[src/rtl/trmb_pkg.sv]
`default_nettype none
package trmb_pkg;

    typedef enum logic [1:0] {
        FUNC_WRITE  = 2'd0,
        FUNC_READ   = 2'd1,
        FUNC_ROOT   = 2'd2,
        FUNC_BRANCH = 2'd3
    } func_t;

    typedef struct packed {
        logic [1:0]  func;
        logic [3:0]  row_index;
        logic [3:0]  col_index;
        logic [15:0] entry_value;
        logic        entry_infinite;
        logic [31:0] base_cost;
    } req_t;

    typedef struct packed {
        logic [15:0] read_value;
        logic        read_infinite;
        logic [31:0] bound_cost;
        logic        overflow_flag;
    } rsp_t;

    typedef enum logic [3:0] {
        ST_IDLE,
        ST_READ,
        ST_REMEMBER,
        ST_CLEAR,
        ST_SCAN,
        ST_SCAN_LAST,
        ST_SUB,
        ST_FINISH,
        ST_OUT
    } state_t;

    typedef enum logic [2:0] {
        CLR_NONE,
        CLR_ROOT,
        CLR_ROW,
        CLR_COL,
        CLR_BACK
    } clr_t;

    // Controller to datapath commands.
    typedef struct packed {
        logic       load_req;
        logic       mem_rd;
        logic       mem_wr_host;
        logic       remember;
        clr_t       clr;
        logic       scan_start;
        logic       scan_acc;
        logic       sub_wr;
        logic       add_min;
        logic       col_pass;
        logic       sum_clear;
        logic       rsp_read;
        logic       rsp_bound;
        logic       rsp_oor;
    } cmd_t;

    typedef struct packed {
        logic have_min;
    } stat_t;

    localparam logic [16:0] INF_ENTRY = 17'h10000;
    localparam logic [31:0] SAT32 = 32'hFFFF_FFFF;

endpackage
`default_nettype wire

[src/rtl/trmb_ctrl.sv]
`default_nettype none
module trmb_ctrl #(
    parameter int CITIES = 16
) (
    input  wire logic            aclk,
    input  wire logic            aresetn,
    input  wire logic            s_valid,
    output logic                 s_ready,
    input  wire trmb_pkg::req_t  s_req,
    output logic                 m_valid,
    input  wire logic            m_ready,
    input  wire trmb_pkg::stat_t stat,
    output trmb_pkg::cmd_t       cmd,
    output logic [$clog2(CITIES)-1:0] outer,
    output logic [$clog2(CITIES)-1:0] inner
);
    localparam int IW = $clog2(CITIES);
    localparam logic [IW-1:0] LAST = IW'(CITIES - 1);

    trmb_pkg::state_t state_reg, state_next;
    logic [IW-1:0] outer_reg, outer_next, inner_reg, inner_next;
    logic [1:0] clr_ph_reg, clr_ph_next;
    logic col_reg, col_next;
    logic branch_reg, branch_next;
    logic mv_reg, mv_next;
    logic in_range;

    assign in_range = ({2'b0, s_req.row_index} < 6'(CITIES))
                   && ({2'b0, s_req.col_index} < 6'(CITIES));

    always_ff @(posedge aclk) begin
        if (!aresetn) begin
            state_reg  <= trmb_pkg::ST_IDLE;
            outer_reg  <= '0;
            inner_reg  <= '0;
            clr_ph_reg <= '0;
            col_reg    <= 1'b0;
            branch_reg <= 1'b0;
            mv_reg     <= 1'b0;
        end else begin
            state_reg  <= state_next;
            outer_reg  <= outer_next;
            inner_reg  <= inner_next;
            clr_ph_reg <= clr_ph_next;
            col_reg    <= col_next;
            branch_reg <= branch_next;
            mv_reg     <= mv_next;
        end
    end

    assign outer = outer_reg;
    assign inner = inner_reg;
    assign m_valid = mv_reg;

    always_comb begin
        state_next  = state_reg;
        outer_next  = outer_reg;
        inner_next  = inner_reg;
        clr_ph_next = clr_ph_reg;
        col_next    = col_reg;
        branch_next = branch_reg;
        mv_next     = mv_reg;
        cmd         = '0;
        cmd.clr     = trmb_pkg::CLR_NONE;
        cmd.col_pass = col_reg;
        s_ready     = 1'b0;
        case (state_reg)
            trmb_pkg::ST_IDLE: begin
                s_ready = !mv_reg;
                if (s_valid && s_ready) begin
                    cmd.load_req = 1'b1;
                    case (trmb_pkg::func_t'(s_req.func))
                        trmb_pkg::FUNC_WRITE: cmd.mem_wr_host = in_range;
                        trmb_pkg::FUNC_READ: begin
                            state_next = trmb_pkg::ST_READ;
                        end
                        trmb_pkg::FUNC_ROOT: begin
                            cmd.sum_clear = 1'b1;
                            branch_next = 1'b0;
                            state_next = trmb_pkg::ST_REMEMBER;
                        end
                        default: begin
                            cmd.sum_clear = 1'b1;
                            branch_next = 1'b1;
                            state_next = trmb_pkg::ST_REMEMBER;
                        end
                    endcase
                    if (!in_range && s_req.func != trmb_pkg::FUNC_WRITE
                        && s_req.func != trmb_pkg::FUNC_ROOT) begin
                        state_next = trmb_pkg::ST_OUT;
                        clr_ph_next = 2'd3;
                    end else begin
                        clr_ph_next = 2'd0;
                    end
                end
            end
            trmb_pkg::ST_READ: begin
                cmd.mem_rd = 1'b1;
                state_next = trmb_pkg::ST_FINISH;
                clr_ph_next = 2'd1;
            end
            trmb_pkg::ST_REMEMBER: begin
                cmd.remember = 1'b1;
                inner_next = '0;
                state_next = trmb_pkg::ST_CLEAR;
            end
            trmb_pkg::ST_CLEAR: begin
                if (!branch_reg) begin
                    cmd.clr = trmb_pkg::CLR_ROOT;
                    clr_ph_next = 2'd3;
                end else begin
                    case (clr_ph_reg)
                        2'd0: cmd.clr = trmb_pkg::CLR_ROW;
                        2'd1: cmd.clr = trmb_pkg::CLR_COL;
                        default: cmd.clr = trmb_pkg::CLR_BACK;
                    endcase
                    inner_next = inner_reg + 1'b1;
                    if (clr_ph_reg == 2'd2) begin
                        clr_ph_next = 2'd3;
                    end else if (inner_reg == LAST) begin
                        inner_next = '0;
                        clr_ph_next = clr_ph_reg + 2'd1;
                    end
                end
                if (clr_ph_next == 2'd3) begin
                    outer_next = '0;
                    inner_next = '0;
                    col_next = 1'b0;
                    state_next = trmb_pkg::ST_SCAN;
                end
            end
            trmb_pkg::ST_SCAN: begin
                // read address issued this cycle; data compared next cycle
                if (inner_reg == '0) begin
                    cmd.scan_start = 1'b1;
                end else begin
                    cmd.scan_acc = 1'b1;
                end
                inner_next = inner_reg + 1'b1;
                if (inner_reg == LAST) begin
                    state_next = trmb_pkg::ST_SCAN_LAST;
                end
            end
            trmb_pkg::ST_SCAN_LAST: begin
                cmd.scan_acc = 1'b1;
                inner_next = '0;
                state_next = trmb_pkg::ST_SUB;
            end
            trmb_pkg::ST_SUB: begin
                // issue read at inner, then write back the same element
                if (inner_reg == '0 && clr_ph_reg == 2'd3) begin
                    cmd.add_min = 1'b1;
                    clr_ph_next = 2'd0;
                    inner_next = '0;
                    if (!stat.have_min) begin
                        clr_ph_next = 2'd2;
                    end
                end else if (clr_ph_reg == 2'd0) begin
                    clr_ph_next = 2'd1;
                end else if (clr_ph_reg == 2'd1) begin
                    cmd.sub_wr = 1'b1;
                    if (inner_reg == LAST) begin
                        clr_ph_next = 2'd2;
                    end else begin
                        clr_ph_next = 2'd0;
                        inner_next = inner_reg + 1'b1;
                    end
                end
                if (clr_ph_reg == 2'd2) begin
                    clr_ph_next = 2'd3;
                    inner_next = '0;
                    outer_next = outer_reg + 1'b1;
                    state_next = trmb_pkg::ST_SCAN;
                    if (outer_reg == LAST) begin
                        outer_next = '0;
                        if (col_reg) begin
                            state_next = trmb_pkg::ST_FINISH;
                            clr_ph_next = 2'd0;
                        end else begin
                            col_next = 1'b1;
                        end
                    end
                end
            end
            trmb_pkg::ST_FINISH: begin
                if (clr_ph_reg == 2'd1) begin
                    cmd.rsp_read = 1'b1;
                end else begin
                    cmd.rsp_bound = 1'b1;
                end
                mv_next = 1'b1;
                state_next = trmb_pkg::ST_IDLE;
            end
            trmb_pkg::ST_OUT: begin
                cmd.rsp_oor = 1'b1;
                mv_next = 1'b1;
                state_next = trmb_pkg::ST_IDLE;
            end
            default: state_next = trmb_pkg::ST_IDLE;
        endcase
        if (mv_reg && m_ready) begin
            mv_next = 1'b0;
        end
    end
endmodule
`default_nettype wire

[config.mk]
export PLATFORM = sky130hd
export DESIGN_NAME = trmb_ctrl
export DESIGN_NICKNAME = d
export VERILOG_FILES = /design/src/rtl/trmb_pkg.sv /design/src/rtl/trmb_ctrl.sv
export SDC_FILE = /design/constraint.sdc
export NUM_CORES = 1
export LEC_CHECK = 0
export ABC_AREA = 1
export BUFFER_PORTS_ARGS = -buffer_cell sky130_fd_sc_hd__buf_2
export CAP_MARGIN = 25
export CORE_UTILIZATION = 44
export CTS_BUF_LIST = sky130_fd_sc_hd__clkbuf_2 sky130_fd_sc_hd__clkbuf_4 sky130_fd_sc_hd__clkbuf_8
export CTS_CLUSTER_SIZE = 20
export DETAILED_ROUTE_END_ITERATION = 10
export PLACE_DENSITY = 0.82
export SLEW_MARGIN = 20
export SYNTH_ARGS = -nofsm -noshare
export SYNTH_HDL_FRONTEND = slang
export SYNTH_SLANG_ARGS = --single-unit
[constraint.sdc]
create_clock -name aclk -period 1.9 [get_ports aclk]
set_input_delay 0.285 -clock aclk [delete_from_list [all_inputs] [get_ports aclk]]
set_output_delay 0.285 -clock aclk [all_outputs]
set_load 0.005 [all_outputs]
==> summary.md, run 1 <==
| Metric | Value |
|---|---|
| Post-synth top flop | dfxtp_1 |
| CTS tree | yes |
| Tot GR Track Use | 20.75% |
| Initial DRT Pass Iterations | 4 |
| Fmax achieved | 561.2 MHz |
| Final setup viols | 0 |
| CP endpoint kind | primary output |
| GR Overflow Total | 0 |
| H-Tree Depth | 1 |
| Worst R2R End | outer[1] |
| Post-synthesis xor/xnor area fraction | 0.6061% |
| Initial DRC count | 108 |
| Largest net degree at the start of global routing | 12 |
| Synthesized area | 0.001445 sq mm |
| Die extent in y | 59.31 microns |
| Biggest area consumer among synthesized cells | dfxtp_1 |
| I/O pin count | 90 |
| Final ANT Viol Nets | 0 |
| Antenna cell count | 0 |
| DIE AREA | 0.003518 sq mm |
| TritonCTS buffer count | 3 |
| Crit path required time | 1.62 ns |
| Synth Area in Simple Gates | 47.10% |
| Worst setup endpoint | cmd[10] |
| Setup TNS | 0 ns |
| Crit-path max FO | 5 |
| Synth Area in Compound Gates | 9.870% |
| Async SR Flop Fraction | 0% |
| Largest family of logic cells by synthesized area | simple AND/OR/NAND/NOR gates |
| I/O Buffers | 31 |
| Mux cell area share after synthesis | 0% |
| Max cap viols | 0 |
| Top-area cell type share of the netlist area | 22.16% |
| Status | complete, no violations |
| Synthesis Warnings | 0 |
| Leak | 0.8507 nW |
| Chip width | 59.31 microns |
| Hold_buf cts | 0 |
| DRC viols | 0 |
| RSZ-0062 raised after global routing | false |
| Vias in the first global route | 1310 |
| Root buf cell | clkbuf_4 |
| Post-synthesis adder-cell area fraction | 7.792% |
| Slew Viols, Final | 0 |
| Global-route wire length before repair | 5.582 mm |
| Power per cell area | 1150 mW/mm^2 |
| CTS Sinks | 16 |
| Via-per-instance ratio | 4.958 |
| # nets final | 339 |
| Share of layout cells above drive strength 1 | 24.53% |
| Worst-Skew Late Latency | 0.31 ns |
| DR WL/cell | 10.91 microns |
| Worst reg2reg setup slack | 0.25 ns |
| Register area share after synthesis | 22.16% |
| R2R Path Start | clr_ph_reg[0] |
| Worst setup SP type | flop |
| CTS max path bufs | 2 |
| Ranking of synthesized cells by area | dfxtp_1 22%, nand2_1 16%, nor2_1 8.6%, inv_1 8.1%, ha_1 7.8% |
| Worst Setup SP | clr_ph_reg[0] |
| Layout area overhead | 15.76% |
| FF-to-FF path depth | 10 |
| Post-Route WL | 3.371 mm |
| Most common cell in the netlist | nand2_1 |
| DR vias | 1532 |
| Pre-CTS WS | 0.2380 ns |
| Synth cell types | 28 |
| Clock transition at the registers of the reported paths | 0.11 ns |
| Post-synth EDFFs | 0 |
| Hold Violations, Final | 0 |
| Starting density of the core | 46.95% |
| Crit path time final | 1.782 ns |
| Maximum vdd drop | 0.0006045 V |
| Syn_area_per_cell | 6.176 sq um |
| Gate Count Post-Synth | 234 |
| Initial antenna violation count | 0 |
| Syn Nets | 307 |
| Post-DP HPWL | 2.624 mm |
| Clock skew | 0.008468 ns |
| Finished Core Util | 54.35% |
| Worst Hold Class | input port to flop |
| List of most frequent post-synthesis cells | 62 x nand2_1, 33 x nor2_1, 31 x inv_1, 21 x nand3_1, 16 x dfxtp_1 |
| Slack of the critical path | 0.1182 ns |
| Filler cells | 319 |
| Period utilization | 93.78% |
| Critical path class | flop to primary output |
| GP Congestion | 0.9197 |
| Critical path arrival | 1.50 ns |
| Cell row count | 20 |
| Core Area | 0.003078 sq mm |
| Post-synthesis register bit count | 16 |
## where the power goes
part / total [mW] / switching [mW] / internal [mW]
Clock: 0.246 / 0.129 / 0.117
Sequential: 0.563 / 0.139 / 0.424
Combinational: 1.12 / 0.683 / 0.433
## timing repair
item                                    4_1_cts  5_1_grt
gates resized for setup                       0        6
endpoints found under the hold margin         0        0
setup buffers                                 0        0
endpoints found under the setup margin        0        5
## per-layer routing
| metal | vias up | global-route usage [%] | share of wire (%) |
|---|---|---|---|
| met5 | - | 0 | 0 |
| met4 | 0 | 9.184 | 2.1 |
| met3 | 10 | 3.712 | 6.0 |
| met2 | 51 | 32.74 | 44 |
| met1 | 663 | 27.47 | 47 |
| li1 | 808 | - | - |
## worst min-delay path by stage
| stage | end | cells after the start | start | slack, ns |
|---|---|---|---|---|
| finish | m_valid | 4 | m_ready | 0.20 |
| global route | m_valid | 4 | m_ready | 0.26 |
| global placement | col_reg | 2 | col_reg | 0.45 |
| floorplan | col_reg | 2 | col_reg | 0.44 |
| CTS | m_valid | 4 | m_ready | 0.20 |
| detailed placement | col_reg | 2 | col_reg | 0.45 |
## stage by stage
step                      total power, mW  cells  instance area (sq um)  hold WS (ns)
after floorplan                     1.403    234                   1445        0.4419
after CTS                           1.910    309                   1664        0.2042
after detailed placement            1.669    305                   1628        0.4523
final                               1.924    309                   1673        0.1958
after global routing                2.125    309                   1673        0.2622
after global placement              1.651    305                   1628        0.4546
## cell usage in the layout, fill, tap and decap left out, drive strengths merged
| cell | count |
|---|---|
| nand2 | 65 |
| nor2 | 38 |
| inv | 35 |
| buf | 33 |
| nand3 | 29 |
| dfxtp | 16 |
| a21oi | 11 |
| o21ai | 10 |
| ha | 9 |
| nand4 | 7 |
| clkbuf | 4 |
| a211oi | 1 |
| nor4 | 1 |
| o21bai | 1 |
| xor2 | 1 |
| o211ai | 1 |
| nor3b | 1 |
| nor3 | 1 |
| conb | 1 |
## critical path: stages (launching register included)
cell	delay, ns
dfxtp_1	0.35
buf_4	0.14
ha_2	0.20
inv_1	0.11
a211oi_1	0.24
buf_2	0.15
## layout make-up
cell class | instances | area, sq um | area share (%)
Multi-Input combinational cell | 177 | 953.4 | 56.99
Sequential cell | 16 | 324.1 | 19.37
Tap cell | 44 | 55.05 | 3.291
Inverter | 35 | 133.9 | 8.003
Clock buffer | 4 | 36.28 | 2.169
Timing Repair Buffer | 33 | 170.2 | 10.17
## cell families (layout without fill, tap and decap cells)
family	after synthesis	after routing
AND/OR/NAND/NOR	142	142
buffers and inverters	41	72
AO/OA/AOI/OAI	24	24
flip-flops	16	16
adder cells (fa/ha/maj)	9	9
other	1	1
XOR/XNOR	1	1
No activity file was read; power rests on OpenSTA's default activity.
==> inputs of run 2 (changes only) <==
--- a/config.mk
+++ b/config.mk
@@ -8,10 +8,12 @@
 export ABC_AREA = 1
 export BUFFER_PORTS_ARGS = -buffer_cell sky130_fd_sc_hd__buf_2
 export CAP_MARGIN = 25
+export CORE_MARGIN = 1
 export CORE_UTILIZATION = 44
 export CTS_BUF_LIST = sky130_fd_sc_hd__clkbuf_2 sky130_fd_sc_hd__clkbuf_4 sky130_fd_sc_hd__clkbuf_8
 export CTS_CLUSTER_SIZE = 20
 export DETAILED_ROUTE_END_ITERATION = 10
+export GPL_TIMING_DRIVEN = 0
 export PLACE_DENSITY = 0.82
 export SLEW_MARGIN = 20
 export SYNTH_ARGS = -nofsm -noshare
==> summary.md, run 2 (synthesis gave the netlist of run 1 again) <==
| Metric | Value |
|---|---|
| Cell row count | 20 |
| Hold Violations, Final | 0 |
| Vias in the first global route | 1356 |
| Crit path time final | 1.799 ns |
| Critical path class | flop to primary output |
| Layout area overhead | 19.39% |
| Worst-Skew Late Latency | 0.31 ns |
| Filler cells | 321 |
| Die extent in y | 59.31 microns |
| Worst Hold Class | input port to flop |
| Clock group share of total power | 12.6% |
| Power per cell area | 1145 mW/mm^2 |
| DR WL/cell | 11.06 microns |
| Share of layout cells above drive strength 1 | 26.94% |
| Maximum vdd drop | 0.0007628 V |
| P_sw | 0.9697 mW |
| DIE AREA | 0.003518 sq mm |
| GP Congestion | 0.8885 |
| Slew Viols, Final | 0 |
| Post-Route WL | 3.484 mm |
| Most common cell after layout, fill and taps aside | nand2_1 |
| Fin Hold WS | 0.2046 ns |
| Root buf cell | clkbuf_4 |
| Fmax achieved | 555.8 MHz |
| Global-route wire length before repair | 5.830 mm |
| Max cap viols | 0 |
| Setup TNS | 0 ns |
| Starting density of the core | 46.95% |
| Period utilization | 94.69% |
| CTS Sinks | 16 |
| Clock skew | 0.001989 ns |
| Initial antenna violation count | 0 |
| Tot GR Track Use | 21.90% |
| CTS tree | yes |
| Largest net degree at the start of global routing | 11 |
| Combinational Power Share | 60.9% |
| Placed instance count | 308 |
| Fin cells | 315 |
| # nets final | 345 |
| I/O Buffers | 30 |
| Final setup viols | 0 |
| Via-per-instance ratio | 4.971 |
| DRC viols | 0 |
| Status | complete, no violations |
| Leak | 0.8803 nW |
| Post-route cell area | 0.001725 sq mm |
| I/O pin count | 90 |
| Crit path required time | 1.62 ns |
| CP endpoint kind | primary output |
| Worst setup SP type | flop |
| Critical path arrival | 1.51 ns |
| DP Area | 0.001650 sq mm |
| H-Tree Depth | 1 |
| Most frequent cells in the layout | 62 x nand2_1, 32 x nor2_1, 31 x buf_2 |
| Internal Power | 1.005 mW |
| Final ANT Viol Nets | 0 |
| DR vias | 1566 |
| Switching portion of total power | 49.10% |
| Core Area | 0.003078 sq mm |
| CTS max path bufs | 2 |
| Initial DRT Pass Iterations | 5 |
| Initial DRC count | 111 |
| Post-DP HPWL | 2.637 mm |
| Crit-path max FO | 5 |
| Tot Pwr | 1.975 mW |
| Antenna cell count | 0 |
| Clock transition at the registers of the reported paths | 0.11 ns |
| TritonCTS buffer count | 3 |
| GR Overflow Total | 0 |
| Chip width | 59.31 microns |
| Flop pwr share | 26.5% |
run 2: per-stage QoR:
stage,setup WS (ns),utilization [%]
after global placement,0.009991,53.62
final,0.1009,56.06
after detailed placement,-0.009730,53.62
after global routing,-0.004334,56.06
after floorplan,0.1998,-
after CTS,0.01340,54.88
run 2: layout make-up:
cell class	instances	area, sq um	area share [%]
clock buffer	4	36.28	2.103
inverter	35	133.9	7.759
tap	44	55.05	3.191
timing repair buffer	33	172.7	10.01
multi-input combinational	177	960.9	55.69
buffer	6	42.54	2.466
sequential	16	324.1	18.78
run 2: final timing paths:
check	from	end	slack, ns	cells past startpoint
setup / recovery	clr_ph_reg[1]	cmd[10]	0.10	5
hold / removal	m_ready	m_valid	0.20	4
setup reg to reg	clr_ph_reg[0]	state_reg[0]	0.15	11
hold reg to reg	col_reg	col_reg	0.48	2
run 2: power groups by stage:
stage / Clock (mW) / Sequential [mW] / Combinational [mW]
finish: 0.250 / 0.523 / 1.20
global route: 0.270 / 0.538 / 1.37
CTS: 0.257 / 0.517 / 1.18
detailed placement: 0 / 0.526 / 1.17
global placement: 0 / 0.520 / 1.17
floorplan: 0 / 0.509 / 0.894
run 2: layer usage:
metal	global-route usage [%]	routed length (microns)	up-vias	share of wire, %
met3	4.585	207	11	5.9
met4	9.184	66	0	1.9
met5	0	0	-	0
met1	28.57	1595	687	46
li1	-	-	817	-
met2	34.83	1614	51	46
run 2: timing repair:
item / 4_1_cts / 5_1_grt
hold buffers: 0 / 0
pin swaps: 0 / 1
endpoints found under the setup margin: 2 / 10
setup buffers: 0 / 3
gates resized for setup: 1 / 7
run 2: worst max-delay path, cell delays in order, from the launching register on:
cell,delay (ns)
dfxtp_1,0.38
inv_2,0.11
ha_1,0.21
inv_1,0.13
a211oi_2,0.24
buf_2,0.14
